**config.mk**
```make
export PLATFORM = sky130hd
export DESIGN_NAME = vp9_header_profile_depth_parser_flat
export DESIGN_NICKNAME = d
export VERILOG_FILES = /design/src/vp9hp_pkg.sv /design/src/vp9hp_if.sv /design/src/vp9hp_csr_regs.sv /design/src/vp9hp_in_stage.sv /design/src/vp9hp_parse_core.sv /design/src/vp9_header_profile_depth_parser.sv /design/src/flat_wrapper.sv
export SDC_FILE = /design/constraint.sdc
export NUM_CORES = 1
export LEC_CHECK = 0
export ABC_AREA = 1
export BUFFER_PORTS_ARGS = -buffer_cell sky130_fd_sc_hd__buf_2
export CAP_MARGIN = 20
export CORE_ASPECT_RATIO = 1.5
export CORE_MARGIN = 2
export CORE_UTILIZATION = 40
export CTS_BUF_LIST = sky130_fd_sc_hd__clkbuf_16
export DETAILED_ROUTE_END_ITERATION = 16
export RECOVER_POWER = 50
export REMOVE_ABC_BUFFERS = 1
export SLEW_MARGIN = 20
export SYNTH_ARGS = -nofsm -noshare
export SYNTH_HDL_FRONTEND = slang
export SYNTH_SLANG_ARGS = --single-unit
```
**constraint.sdc**
```tcl
create_clock -name clock -period 11.99 [get_ports clock]
set_input_delay 2.398 -clock clock [delete_from_list [all_inputs] [get_ports clock]]
set_output_delay 2.398 -clock clock [all_outputs]
set_load 0.05 [all_outputs]
```
**src/vp9hp_pkg.sv**
```systemverilog
// ----------------------------------------------------------------------------
// vp9hp_pkg
// Shared types, codes and bit-step functions for the VP9 header
// profile / bit-depth parser.
// ----------------------------------------------------------------------------
package vp9hp_pkg;

   // Header constants
   localparam logic [23:0] SYNC_CODE    = 24'h498342;
   localparam logic [1:0]  MARKER_VALUE = 2'h2;

   // Register indexes of the configuration port
   localparam logic [7:0] REG_PRESET_PROFILE = 8'd0;
   localparam logic [7:0] REG_PRESET_KNOWN   = 8'd1;
   localparam logic [7:0] REG_PRESET_DEPTH   = 8'd2;
   localparam logic [7:0] REG_CHROMA_CODE    = 8'd3;

   // Parse phase codes
   localparam logic [3:0] PH_MARKER    = 4'd0;
   localparam logic [3:0] PH_PROF0     = 4'd1;
   localparam logic [3:0] PH_PROF1     = 4'd2;
   localparam logic [3:0] PH_PROFRES   = 4'd3;
   localparam logic [3:0] PH_SHOWEX    = 4'd4;
   localparam logic [3:0] PH_FTYPE     = 4'd5;
   localparam logic [3:0] PH_SHOWFRAME = 4'd6;
   localparam logic [3:0] PH_ERRRES    = 4'd7;
   localparam logic [3:0] PH_INTRA     = 4'd8;
   localparam logic [3:0] PH_SYNC      = 4'd9;
   localparam logic [3:0] PH_HBD       = 4'd10;

   // Frame flag bits
   localparam logic [1:0] FLAG_KEY   = 2'b01;
   localparam logic [1:0] FLAG_INVIS = 2'b10;

   // Depth codes
   localparam logic [4:0] DEPTH_8  = 5'd8;
   localparam logic [4:0] DEPTH_10 = 5'd10;
   localparam logic [4:0] DEPTH_12 = 5'd12;

   localparam logic [4:0] SYNC_LAST_COUNT = 5'd23;
   localparam logic [4:0] SYNC_BITS       = 5'd24;
   localparam int         BYTE_BITS       = 8;

   typedef struct packed {
      logic [1:0] preset_profile;
      logic       preset_known;
      logic [4:0] preset_depth;
      logic [1:0] chroma_code;
   } cfg_type;

   typedef struct packed {
      logic [3:0]  phase;
      logic [4:0]  count;
      logic [23:0] shift;
      logic [2:0]  profile;
      logic        known;
      logic [4:0]  depth;
      logic [1:0]  flags;
      logic        stopped;
   } parse_state_type;

   typedef struct packed {
      logic       valid;
      logic [7:0] data_byte;
      logic       last_byte;
   } in_word_type;

   // One header bit through the parser
   function automatic parse_state_type take_bit(parse_state_type s, logic b);
      parse_state_type n;
      logic [23:0]     sh;
      logic [2:0]      prof;
      n    = s;
      sh   = {s.shift[22:0], b};
      prof = s.profile | {1'b0, b, 1'b0};
      if (!s.stopped) begin
         case (s.phase)
            PH_MARKER: begin
               n.shift = sh;
               n.count = s.count + 5'd1;
               if (s.count != 5'd0) begin
                  if (sh[1:0] != MARKER_VALUE) n.stopped = 1'b1;
                  else n.phase = PH_PROF0;
                  n.count = 5'd0;
                  n.shift = 24'd0;
               end
            end
            PH_PROF0: begin
               n.profile = {2'b00, b};
               n.known   = 1'b1;
               n.phase   = PH_PROF1;
            end
            PH_PROF1: begin
               n.profile = prof;
               n.phase   = (prof == 3'd3) ? PH_PROFRES : PH_SHOWEX;
            end
            PH_PROFRES: begin
               n.profile = s.profile + {2'b00, b};
               n.phase   = PH_SHOWEX;
            end
            PH_SHOWEX: begin
               if (b) n.stopped = 1'b1;
               else n.phase = PH_FTYPE;
            end
            PH_FTYPE: begin
               n.flags = b ? 2'b00 : FLAG_KEY;
               n.phase = PH_SHOWFRAME;
            end
            PH_SHOWFRAME: begin
               if (!b) n.flags = s.flags | FLAG_INVIS;
               n.phase = PH_ERRRES;
            end
            PH_ERRRES: begin
               if ((s.flags & FLAG_KEY) != 2'b00) n.phase = PH_SYNC;
               else if ((s.flags & FLAG_INVIS) != 2'b00) n.phase = PH_INTRA;
               else n.stopped = 1'b1;
               n.count = 5'd0;
               n.shift = 24'd0;
            end
            PH_INTRA: begin
               if (b) n.phase = PH_SYNC;
               else n.stopped = 1'b1;
            end
            PH_SYNC: begin
               n.shift = sh;
               n.count = s.count + 5'd1;
               if (s.count >= SYNC_LAST_COUNT) begin
                  if (sh != SYNC_CODE) begin
                     n.stopped = 1'b1;
                  end else if (s.profile <= 3'd1) begin
                     n.depth   = DEPTH_8;
                     n.stopped = 1'b1;
                  end else begin
                     n.phase = PH_HBD;
                  end
                  n.count = 5'd0;
               end
            end
            PH_HBD: begin
               n.depth   = b ? DEPTH_12 : DEPTH_10;
               n.stopped = 1'b1;
            end
            default: begin
               n.stopped = 1'b1;
            end
         endcase
      end
      return n;
   endfunction

   // Feed zero bits until the parse ends; closed form per phase
   function automatic parse_state_type flush_zeros(parse_state_type s);
      parse_state_type n;
      logic [23:0]     fin;
      logic [4:0]      amt;
      n   = s;
      amt = SYNC_BITS - s.count;
      fin = s.shift << amt;
      if (!s.stopped) begin
         case (s.phase)
            PH_MARKER: begin
               // a pending one completes a good marker, profile reads as zero
               if (s.count != 5'd0 && s.shift[0]) begin
                  n.profile = 3'd0;
                  n.known   = 1'b1;
               end
            end
            PH_PROF0: begin
               n.profile = 3'd0;
               n.known   = 1'b1;
            end
            PH_SYNC: begin
               if (s.count != 5'd0 && fin == SYNC_CODE)
                  n.depth = (s.profile <= 3'd1) ? DEPTH_8 : DEPTH_10;
            end
            PH_HBD: begin
               n.depth = DEPTH_10;
            end
            default: begin
               n.depth = s.depth;
            end
         endcase
         n.stopped = 1'b1;
      end
      return n;
   endfunction

   // Fill in a missing profile from depth and chroma
   function automatic parse_state_type derive_profile(parse_state_type s,
                                                      logic [1:0] chroma);
      parse_state_type n;
      n = s;
      if (!s.known && s.depth != 5'd0) begin
         if (chroma <= 2'd1) n.profile = (s.depth == DEPTH_8) ? 3'd0 : 3'd2;
         else n.profile = (s.depth == DEPTH_8) ? 3'd1 : 3'd3;
         n.known = 1'b1;
      end
      return n;
   endfunction

endpackage

```
**src/vp9hp_if.sv**
```systemverilog
// ----------------------------------------------------------------------------
// vp9hp channel interfaces
// Byte input, result output and register write channels.
// ----------------------------------------------------------------------------
interface vp9hp_req_if;
   logic       valid;
   logic       ready;
   logic [7:0] data_byte;
   logic       last_byte;
   modport source (output valid, output data_byte, output last_byte, input ready);
   modport sink   (input valid, input data_byte, input last_byte, output ready);
endinterface

interface vp9hp_rsp_if;
   logic       valid;
   logic       ready;
   logic [2:0] profile_value;
   logic       profile_valid;
   logic [4:0] depth_value;
   modport source (output valid, output profile_value, output profile_valid,
                   output depth_value, input ready);
   modport sink   (input valid, input profile_value, input profile_valid,
                   input depth_value, output ready);
endinterface

interface vp9hp_csr_if;
   logic       valid;
   logic       ready;
   logic [7:0] index;
   logic [7:0] data;
   modport source (output valid, output index, output data, input ready);
   modport sink   (input valid, input index, input data, output ready);
endinterface

```
**src/vp9hp_csr_regs.sv**
```systemverilog
// ----------------------------------------------------------------------------
// vp9hp_csr_regs
// Preset and chroma registers written over the configuration channel.
// ----------------------------------------------------------------------------
module vp9hp_csr_regs
   import vp9hp_pkg::*;
(
   input  logic         clock,
   input  logic         reset,
   vp9hp_csr_if.sink    csr_chan,
   output cfg_type      cfg
);

   cfg_type cfg_ff, cfg_in;
   logic    wr;

   assign csr_chan.ready = 1'b1;
   assign wr  = csr_chan.valid;
   assign cfg = cfg_ff;

   // Decode the write; ignore indexes past the list
   always_comb begin
      cfg_in = cfg_ff;
      if (wr) begin
         case (csr_chan.index)
            REG_PRESET_PROFILE: cfg_in.preset_profile = csr_chan.data[1:0];
            REG_PRESET_KNOWN:   cfg_in.preset_known   = csr_chan.data[0];
            REG_PRESET_DEPTH:   cfg_in.preset_depth   = csr_chan.data[4:0];
            REG_CHROMA_CODE:    cfg_in.chroma_code    = csr_chan.data[1:0];
            default:            cfg_in = cfg_ff;
         endcase
      end
   end

   always_ff @(posedge clock) begin
      if (reset) begin
         cfg_ff <= '0;
      end else begin
         cfg_ff <= cfg_in;
      end
   end

endmodule

```
**src/vp9hp_in_stage.sv**
```systemverilog
// ----------------------------------------------------------------------------
// vp9hp_in_stage
// Input register for one frame byte; refills in the cycle it drains.
// ----------------------------------------------------------------------------
module vp9hp_in_stage
   import vp9hp_pkg::*;
(
   input  logic         clock,
   input  logic         reset,
   vp9hp_req_if.sink    req_chan,
   input  logic         advance,
   output in_word_type  word
);

   logic       valid_ff, valid_in;
   logic [7:0] data_ff, data_in;
   logic       last_ff, last_in;
   logic       take;

   assign req_chan.ready = !valid_ff || advance;
   assign take = req_chan.valid && req_chan.ready;

   // Load a new word or drop the consumed one
   always_comb begin
      valid_in = valid_ff && !advance;
      data_in  = data_ff;
      last_in  = last_ff;
      if (take) begin
         valid_in = 1'b1;
         data_in  = req_chan.data_byte;
         last_in  = req_chan.last_byte;
      end
   end

   always_ff @(posedge clock) begin
      if (reset) begin
         valid_ff <= 1'b0;
      end else begin
         valid_ff <= valid_in;
      end
   end

   always_ff @(posedge clock) begin
      data_ff <= data_in;
      last_ff <= last_in;
   end

   assign word.valid     = valid_ff;
   assign word.data_byte = data_ff;
   assign word.last_byte = last_ff;

endmodule

```
**src/vp9hp_parse_core.sv**
```systemverilog
// ----------------------------------------------------------------------------
// vp9hp_parse_core
// Eight header bit steps per byte, end-of-frame flush and profile
// derivation, with the result register.
// ----------------------------------------------------------------------------
module vp9hp_parse_core
   import vp9hp_pkg::*;
(
   input  logic         clock,
   input  logic         reset,
   input  cfg_type      cfg,
   input  in_word_type  word,
   output logic         advance,
   vp9hp_rsp_if.source  rsp_chan
);

   parse_state_type state_ff, state_in;
   logic            open_ff, open_in;
   logic            rsp_valid_ff, rsp_valid_in;
   logic [2:0]      prof_ff, prof_in;
   logic            known_ff, known_in;
   logic [4:0]      depth_ff, depth_in;

   parse_state_type start;
   parse_state_type steps [BYTE_BITS+1];
   parse_state_type fin;

   assign advance = word.valid && (!rsp_valid_ff || rsp_chan.ready);

   // Load presets at the first byte of a frame
   always_comb begin
      start = state_ff;
      if (!open_ff) begin
         start.profile = {1'b0, cfg.preset_profile};
         start.known   = cfg.preset_known;
         start.depth   = cfg.preset_depth;
         start.phase   = PH_MARKER;
         start.count   = 5'd0;
         start.shift   = 24'd0;
         start.flags   = 2'b00;
         start.stopped = cfg.preset_known && (cfg.preset_depth != 5'd0);
      end
   end

   // Run the byte through the parser, MSB first
   always_comb begin
      steps[0] = start;
      for (int i = 0; i < BYTE_BITS; i++) begin
         steps[i+1] = take_bit(steps[i], word.data_byte[BYTE_BITS-1-i]);
      end
      fin = derive_profile(flush_zeros(steps[BYTE_BITS]), cfg.chroma_code);
   end

   // Advance frame state and result register
   always_comb begin
      state_in     = state_ff;
      open_in      = open_ff;
      rsp_valid_in = rsp_valid_ff && !rsp_chan.ready;
      prof_in      = prof_ff;
      known_in     = known_ff;
      depth_in     = depth_ff;
      if (advance) begin
         if (word.last_byte) begin
            state_in     = fin;
            open_in      = 1'b0;
            rsp_valid_in = 1'b1;
            prof_in      = fin.known ? fin.profile : 3'd0;
            known_in     = fin.known;
            depth_in     = fin.depth;
         end else begin
            state_in = steps[BYTE_BITS];
            open_in  = 1'b1;
         end
      end
   end

   always_ff @(posedge clock) begin
      if (reset) begin
         state_ff     <= '0;
         open_ff      <= 1'b0;
         rsp_valid_ff <= 1'b0;
      end else begin
         state_ff     <= state_in;
         open_ff      <= open_in;
         rsp_valid_ff <= rsp_valid_in;
      end
   end

   always_ff @(posedge clock) begin
      prof_ff  <= prof_in;
      known_ff <= known_in;
      depth_ff <= depth_in;
   end

   assign rsp_chan.valid         = rsp_valid_ff;
   assign rsp_chan.profile_value = prof_ff;
   assign rsp_chan.profile_valid = known_ff;
   assign rsp_chan.depth_value   = depth_ff;

endmodule

```
**src/vp9_header_profile_depth_parser.sv**
```systemverilog
// ----------------------------------------------------------------------------
// vp9_header_profile_depth_parser
// Profile and bit-depth extraction from the VP9 uncompressed header.
// ----------------------------------------------------------------------------
// Feed the frame one byte per word, MSB first, with last_byte set on the final
// byte; one result word (profile, profile valid, depth) follows each last
// byte. The block takes one byte every cycle while no result word is held up:
// a byte sits in the input register, all eight header bit steps of it
// resolve in combinational logic, and the result is registered in the output
// register as the last byte leaves the input register. Presets are sampled at
// the first byte of each frame and the chroma code at the last; the header is
// parsed only when the preset profile is unknown or the preset depth is zero.
// ----------------------------------------------------------------------------
module vp9_header_profile_depth_parser
   import vp9hp_pkg::*;
(
   input  logic         clock,
   input  logic         reset,
   vp9hp_req_if.sink    req_chan,
   vp9hp_rsp_if.source  rsp_chan,
   vp9hp_csr_if.sink    csr_chan
);

   cfg_type     cfg;
   in_word_type word;
   logic        advance;

   vp9hp_csr_regs u_csr (
      .clock    (clock),
      .reset    (reset),
      .csr_chan (csr_chan),
      .cfg      (cfg)
   );

   vp9hp_in_stage u_in (
      .clock    (clock),
      .reset    (reset),
      .req_chan (req_chan),
      .advance  (advance),
      .word     (word)
   );

   vp9hp_parse_core u_core (
      .clock    (clock),
      .reset    (reset),
      .cfg      (cfg),
      .word     (word),
      .advance  (advance),
      .rsp_chan (rsp_chan)
   );

endmodule

```
**src/flat_wrapper.sv**
```systemverilog
// flat-port wrapper written by rule: the top's interface ports become plain ports
module vp9_header_profile_depth_parser_flat import vp9hp_pkg::*;
  (clock, reset, req_chan_valid, req_chan_data_byte, req_chan_last_byte, req_chan_ready, rsp_chan_valid, rsp_chan_profile_value, rsp_chan_profile_valid, rsp_chan_depth_value, rsp_chan_ready, csr_chan_valid, csr_chan_index, csr_chan_data, csr_chan_ready);
  vp9hp_req_if req_chan_i ();
  vp9hp_rsp_if rsp_chan_i ();
  vp9hp_csr_if csr_chan_i ();
  input  logic clock;
  input  logic reset;
  input wire logic [$bits(req_chan_i.valid)-1:0] req_chan_valid;
  input wire logic [$bits(req_chan_i.data_byte)-1:0] req_chan_data_byte;
  input wire logic [$bits(req_chan_i.last_byte)-1:0] req_chan_last_byte;
  output wire logic [$bits(req_chan_i.ready)-1:0] req_chan_ready;
  output wire logic [$bits(rsp_chan_i.valid)-1:0] rsp_chan_valid;
  output wire logic [$bits(rsp_chan_i.profile_value)-1:0] rsp_chan_profile_value;
  output wire logic [$bits(rsp_chan_i.profile_valid)-1:0] rsp_chan_profile_valid;
  output wire logic [$bits(rsp_chan_i.depth_value)-1:0] rsp_chan_depth_value;
  input wire logic [$bits(rsp_chan_i.ready)-1:0] rsp_chan_ready;
  input wire logic [$bits(csr_chan_i.valid)-1:0] csr_chan_valid;
  input wire logic [$bits(csr_chan_i.index)-1:0] csr_chan_index;
  input wire logic [$bits(csr_chan_i.data)-1:0] csr_chan_data;
  output wire logic [$bits(csr_chan_i.ready)-1:0] csr_chan_ready;
  assign req_chan_i.valid = req_chan_valid;
  assign req_chan_i.data_byte = req_chan_data_byte;
  assign req_chan_i.last_byte = req_chan_last_byte;
  assign req_chan_ready = req_chan_i.ready;
  assign rsp_chan_valid = rsp_chan_i.valid;
  assign rsp_chan_profile_value = rsp_chan_i.profile_value;
  assign rsp_chan_profile_valid = rsp_chan_i.profile_valid;
  assign rsp_chan_depth_value = rsp_chan_i.depth_value;
  assign rsp_chan_i.ready = rsp_chan_ready;
  assign csr_chan_i.valid = csr_chan_valid;
  assign csr_chan_i.index = csr_chan_index;
  assign csr_chan_i.data = csr_chan_data;
  assign csr_chan_ready = csr_chan_i.ready;
  vp9_header_profile_depth_parser u_core (.clock(clock), .reset(reset), .req_chan(req_chan_i), .rsp_chan(rsp_chan_i), .csr_chan(csr_chan_i));
endmodule
```
==> impl_metrics.py <==
metrics = {
    "synth": {
        "synth-seq-cells": 75,
        "synth_top_area_share_pct": 29.1,
        "synthCells": 3393,
        "synth_area_leader_cell": "nand2_1",
        "synth_top_flop_cell": "dfxtp_1",
        "synthesis.area_um2": 17100,
        "synth_edf_count": 18,
        "ys_seq_area_share_pct": 9.83,
        "synth_cell_types": 66,
        "yosysMostFrequentCell": "nand2_1",
        "syn_area_per_cell_um2": 5.04,
        "ys_top_cells_by_area": "nand2_1 (29%), nor2_1 (9.3%), nand3_1 (9.2%)",
        "yosysWarnings": 0,
        "netlist_top_cells_count": "nand2_1 (1,325), nor2_1 (422), inv_1 (385)",
        "async_flop_share_pct": 0,
    },
    "global_route": {
        "grt_pass1_vias": 19400,
        "grt-busiest-layer": "met2",
        "grt_usage_pct": 28.6,
        "grt_use_met1_pct": 32.3,
        "antenna_found_initial": 0,
        "grt_overflow": 0,
        "grt_util_met3_pct": 1.79,
        "grt_max_degree": 48,
        "grtUsageMet2_pct": 50.8,
        "grt_pass1_wl_mm": 103,
    },
    "drt": {
        "firstDrtPassIters": 6,
        "ant_nets": 0,
        "drtIter0Drc": 1551,
        "wl_mm": 66.5,
        "drc_errors": 0,
        "drt-vias-per-instance": 5.32,
        "wl_per_cell_um": 16.5,
        "via_count": 21400,
    },
    "cts": {
        "cts_buffer_depth": 2,
        "cts_sinks": 75,
        "root_buffer": "clkbuf_16",
        "htree_levels": 3,
        "numCtsBuffers": 9,
        "cts_tree": "done",
        "clkTransAtPathRegs_ns": 0.07,
        "clk-insertion-delay-late_ns": 0.35,
    },
    "hold_path": {
        "min_to": "u_core.u_csr.cfg[7]",
        "holdPathStages": 2,
        "hp-start": "u_core.u_csr.cfg[7]",
        "worstHoldPathType": "flip-flop to flip-flop",
    },
    "die": {
        "boundaryPins": 42,
        "die_x_um": 173,
        "die_h_um": 257,
        "start_util_pct": 40.6,
        "coreArea_um2": 42100,
        "die_area_um2": 44500,
        "rows": 92,
    },
    "place": {
        "port_buffers": 37,
        "dp_hpwl_mm": 53.5,
        "pre_cts_ws_ns": -0.106,
        "place.gp.congestion": 1.06,
    },
    "timing": {
        "fmax_mhz": 90.3,
        "fin_ws_ns": 0.916,
        "maxSlewViolCount": 48,
        "fin_skew_ns": 0.0119,
        "hold_viol_final": 0,
        "finalCritPeriodShare_pct": 92.4,
        "fin_crit_ns": 11.07,
        "max_slew_margin_pct": -25.5,
        "worst_pin_slew_ns": 1.88,
        "holdWs_ns": 0.469,
        "finalSetupViolations": 0,
    },
    "setup_path": {
        "cp.required_ns": 12.10,
        "reg2reg_slack_ns": 0.92,
        "slowest_stage": "dfxtp_4",
        "crit_path_max_incr_delay_ns": 0.41,
        "worst-path-max-fanout": 20,
        "critPathCaptureType": "flip-flop",
        "r2r-start": "u_core.u_core.open_ff",
        "cp-startpoint": "u_core.u_core.open_ff",
        "cpMostUsedCell": "nand2_1",
        "cp-start-kind": "flip-flop",
        "reg2reg_depth": 88,
        "path_class": "flip-flop to flip-flop",
        "cp_top_family": "simple AND/OR/NAND/NOR gates",
        "reg2reg_to": "u_core.u_core.rsp_chan.profile_value[1]",
        "critPathArrivalTime_ns": 11.18,
        "path_buf_inv": 13,
    },
    "cells_and_area": {
        "antenna_cells": 0,
        "nFillCells": 4956,
        "syn2layout_area_growth_pct": 10.3,
        "fin_nets": 3518,
        "layout-drive-gt1-share_pct": 12.6,
    },
    "run_status": {
        "violations": "max-capacitance violations, max-slew violations",
        "status": "complete, but fails checks",
    },
    "flow_run": {
        "cap_violations": 1,
    },
}
flip-flops by register name, summed over array words and instances (netlist names):
register	flops
u_core.u_in.valid_ff	1
u_core.u_core.open_ff	1
u_core.u_core.rsp_chan.profile_valid	1
u_core.u_core.rsp_chan.depth_value	5
u_core.u_core.rsp_chan.valid	1
u_core.u_in.data_ff	8
u_core.u_csr.cfg	9
u_core.u_in.last_ff	1
u_core.u_core.state_ff	45
u_core.u_core.rsp_chan.profile_value	3
how the worst max path moves through the flow:
stage | endpoint | slack, ns | cells after the start
floorplan | u_core.u_core.rsp_chan.profile_value[1] | -1.34 | 78
global placement | u_core.u_core.rsp_chan.profile_value[0] | 0.008 | 87
detailed placement | u_core.u_core.rsp_chan.profile_value[1] | -0.11 | 85
CTS | u_core.u_core.rsp_chan.profile_value[1] | 0.07 | 85
global route | u_core.u_core.rsp_chan.profile_value[0] | -0.02 | 83
finish | u_core.u_core.rsp_chan.profile_value[1] | 0.92 | 88
stage by stage:
step	cell area, um2	setup TNS [ns]	utilization [%]	std cells
after floorplan	16300	-18.51	-	3280
after global placement	17900	0	42.5	3973
after detailed placement	17900	-0.333	42.5	3973
after CTS	18300	0	43.3	3989
after global routing	18900	-0.0796	44.8	4024
final	18900	0	44.8	4024
layout make-up:
class                      count  area (um2)  share of cell area [%]
inverter                     439        1670                    8.84
sequential                    75        1690                    8.93
clock inverter                 7        81.3                   0.431
tap                          564         706                    3.74
multi-input combinational   2767       13300                    70.6
timing repair buffer         163        1190                    6.28
clock buffer                   9         225                    1.19
layout by cell type, fill, tap and decap left out, drive strengths merged, types with 6 or more instances in the layout:
cell type / count
a21boi: 6
a21oi: 99
a22oi: 7
buf: 146
clkbuf: 26
clkinv: 8
dfxtp: 57
edfxtp: 18
ha: 33
inv: 435
nand2: 1396
nand3: 342
nand3b: 12
nand4: 86
nor2: 463
nor3: 34
nor4: 8
o211ai: 26
o21ai: 184
o22ai: 8
xor2: 6
per-layer routing:
layer / wire length (um) / part of all wire (%) / vias up
met4: 5490 / 8.3 / 0
met3: 2650 / 4.0 / 216
met2: 32100 / 48 / 684
met5: 0 / 0 / -
met1: 26300 / 40 / 9589
li1: - / - / 10900
cells by family after synthesis:
kind of cell | after synthesis | synth area share, %
AOI/OAI and AO/OA | 372 | 12.9
adders and majority gates | 33 | 2.41
buffers and inverters | 552 | 14.2
DFF | 75 | 9.83
xor gates and xnor gates | 8 | 0.409
other | 1 | 0.0219
and+or+nand+nor | 2352 | 60.2
tightest hold or removal path: stages, from the launching register on:
cell,delay [ns]
dfxtp_1,0.30
inv_1,0.06
a21oi_1,0.06
timing repair:
| action | in CTS | in global routing |
|---|---|---|
| gates cloned | 0 | 2 |
| pin swaps | 0 | 20 |
| buffers inserted | 0 | 33 |
| gates resized for setup | 6 | 93 |
| setup endpoints to repair | 6 | 18 |
| hold endpoints to repair | 0 | 0 |
| hold buffers | 0 | 0 |
Power is not shown: default switching activity piles up to over one toggle a cycle in this logic, so the estimate is an artifact.
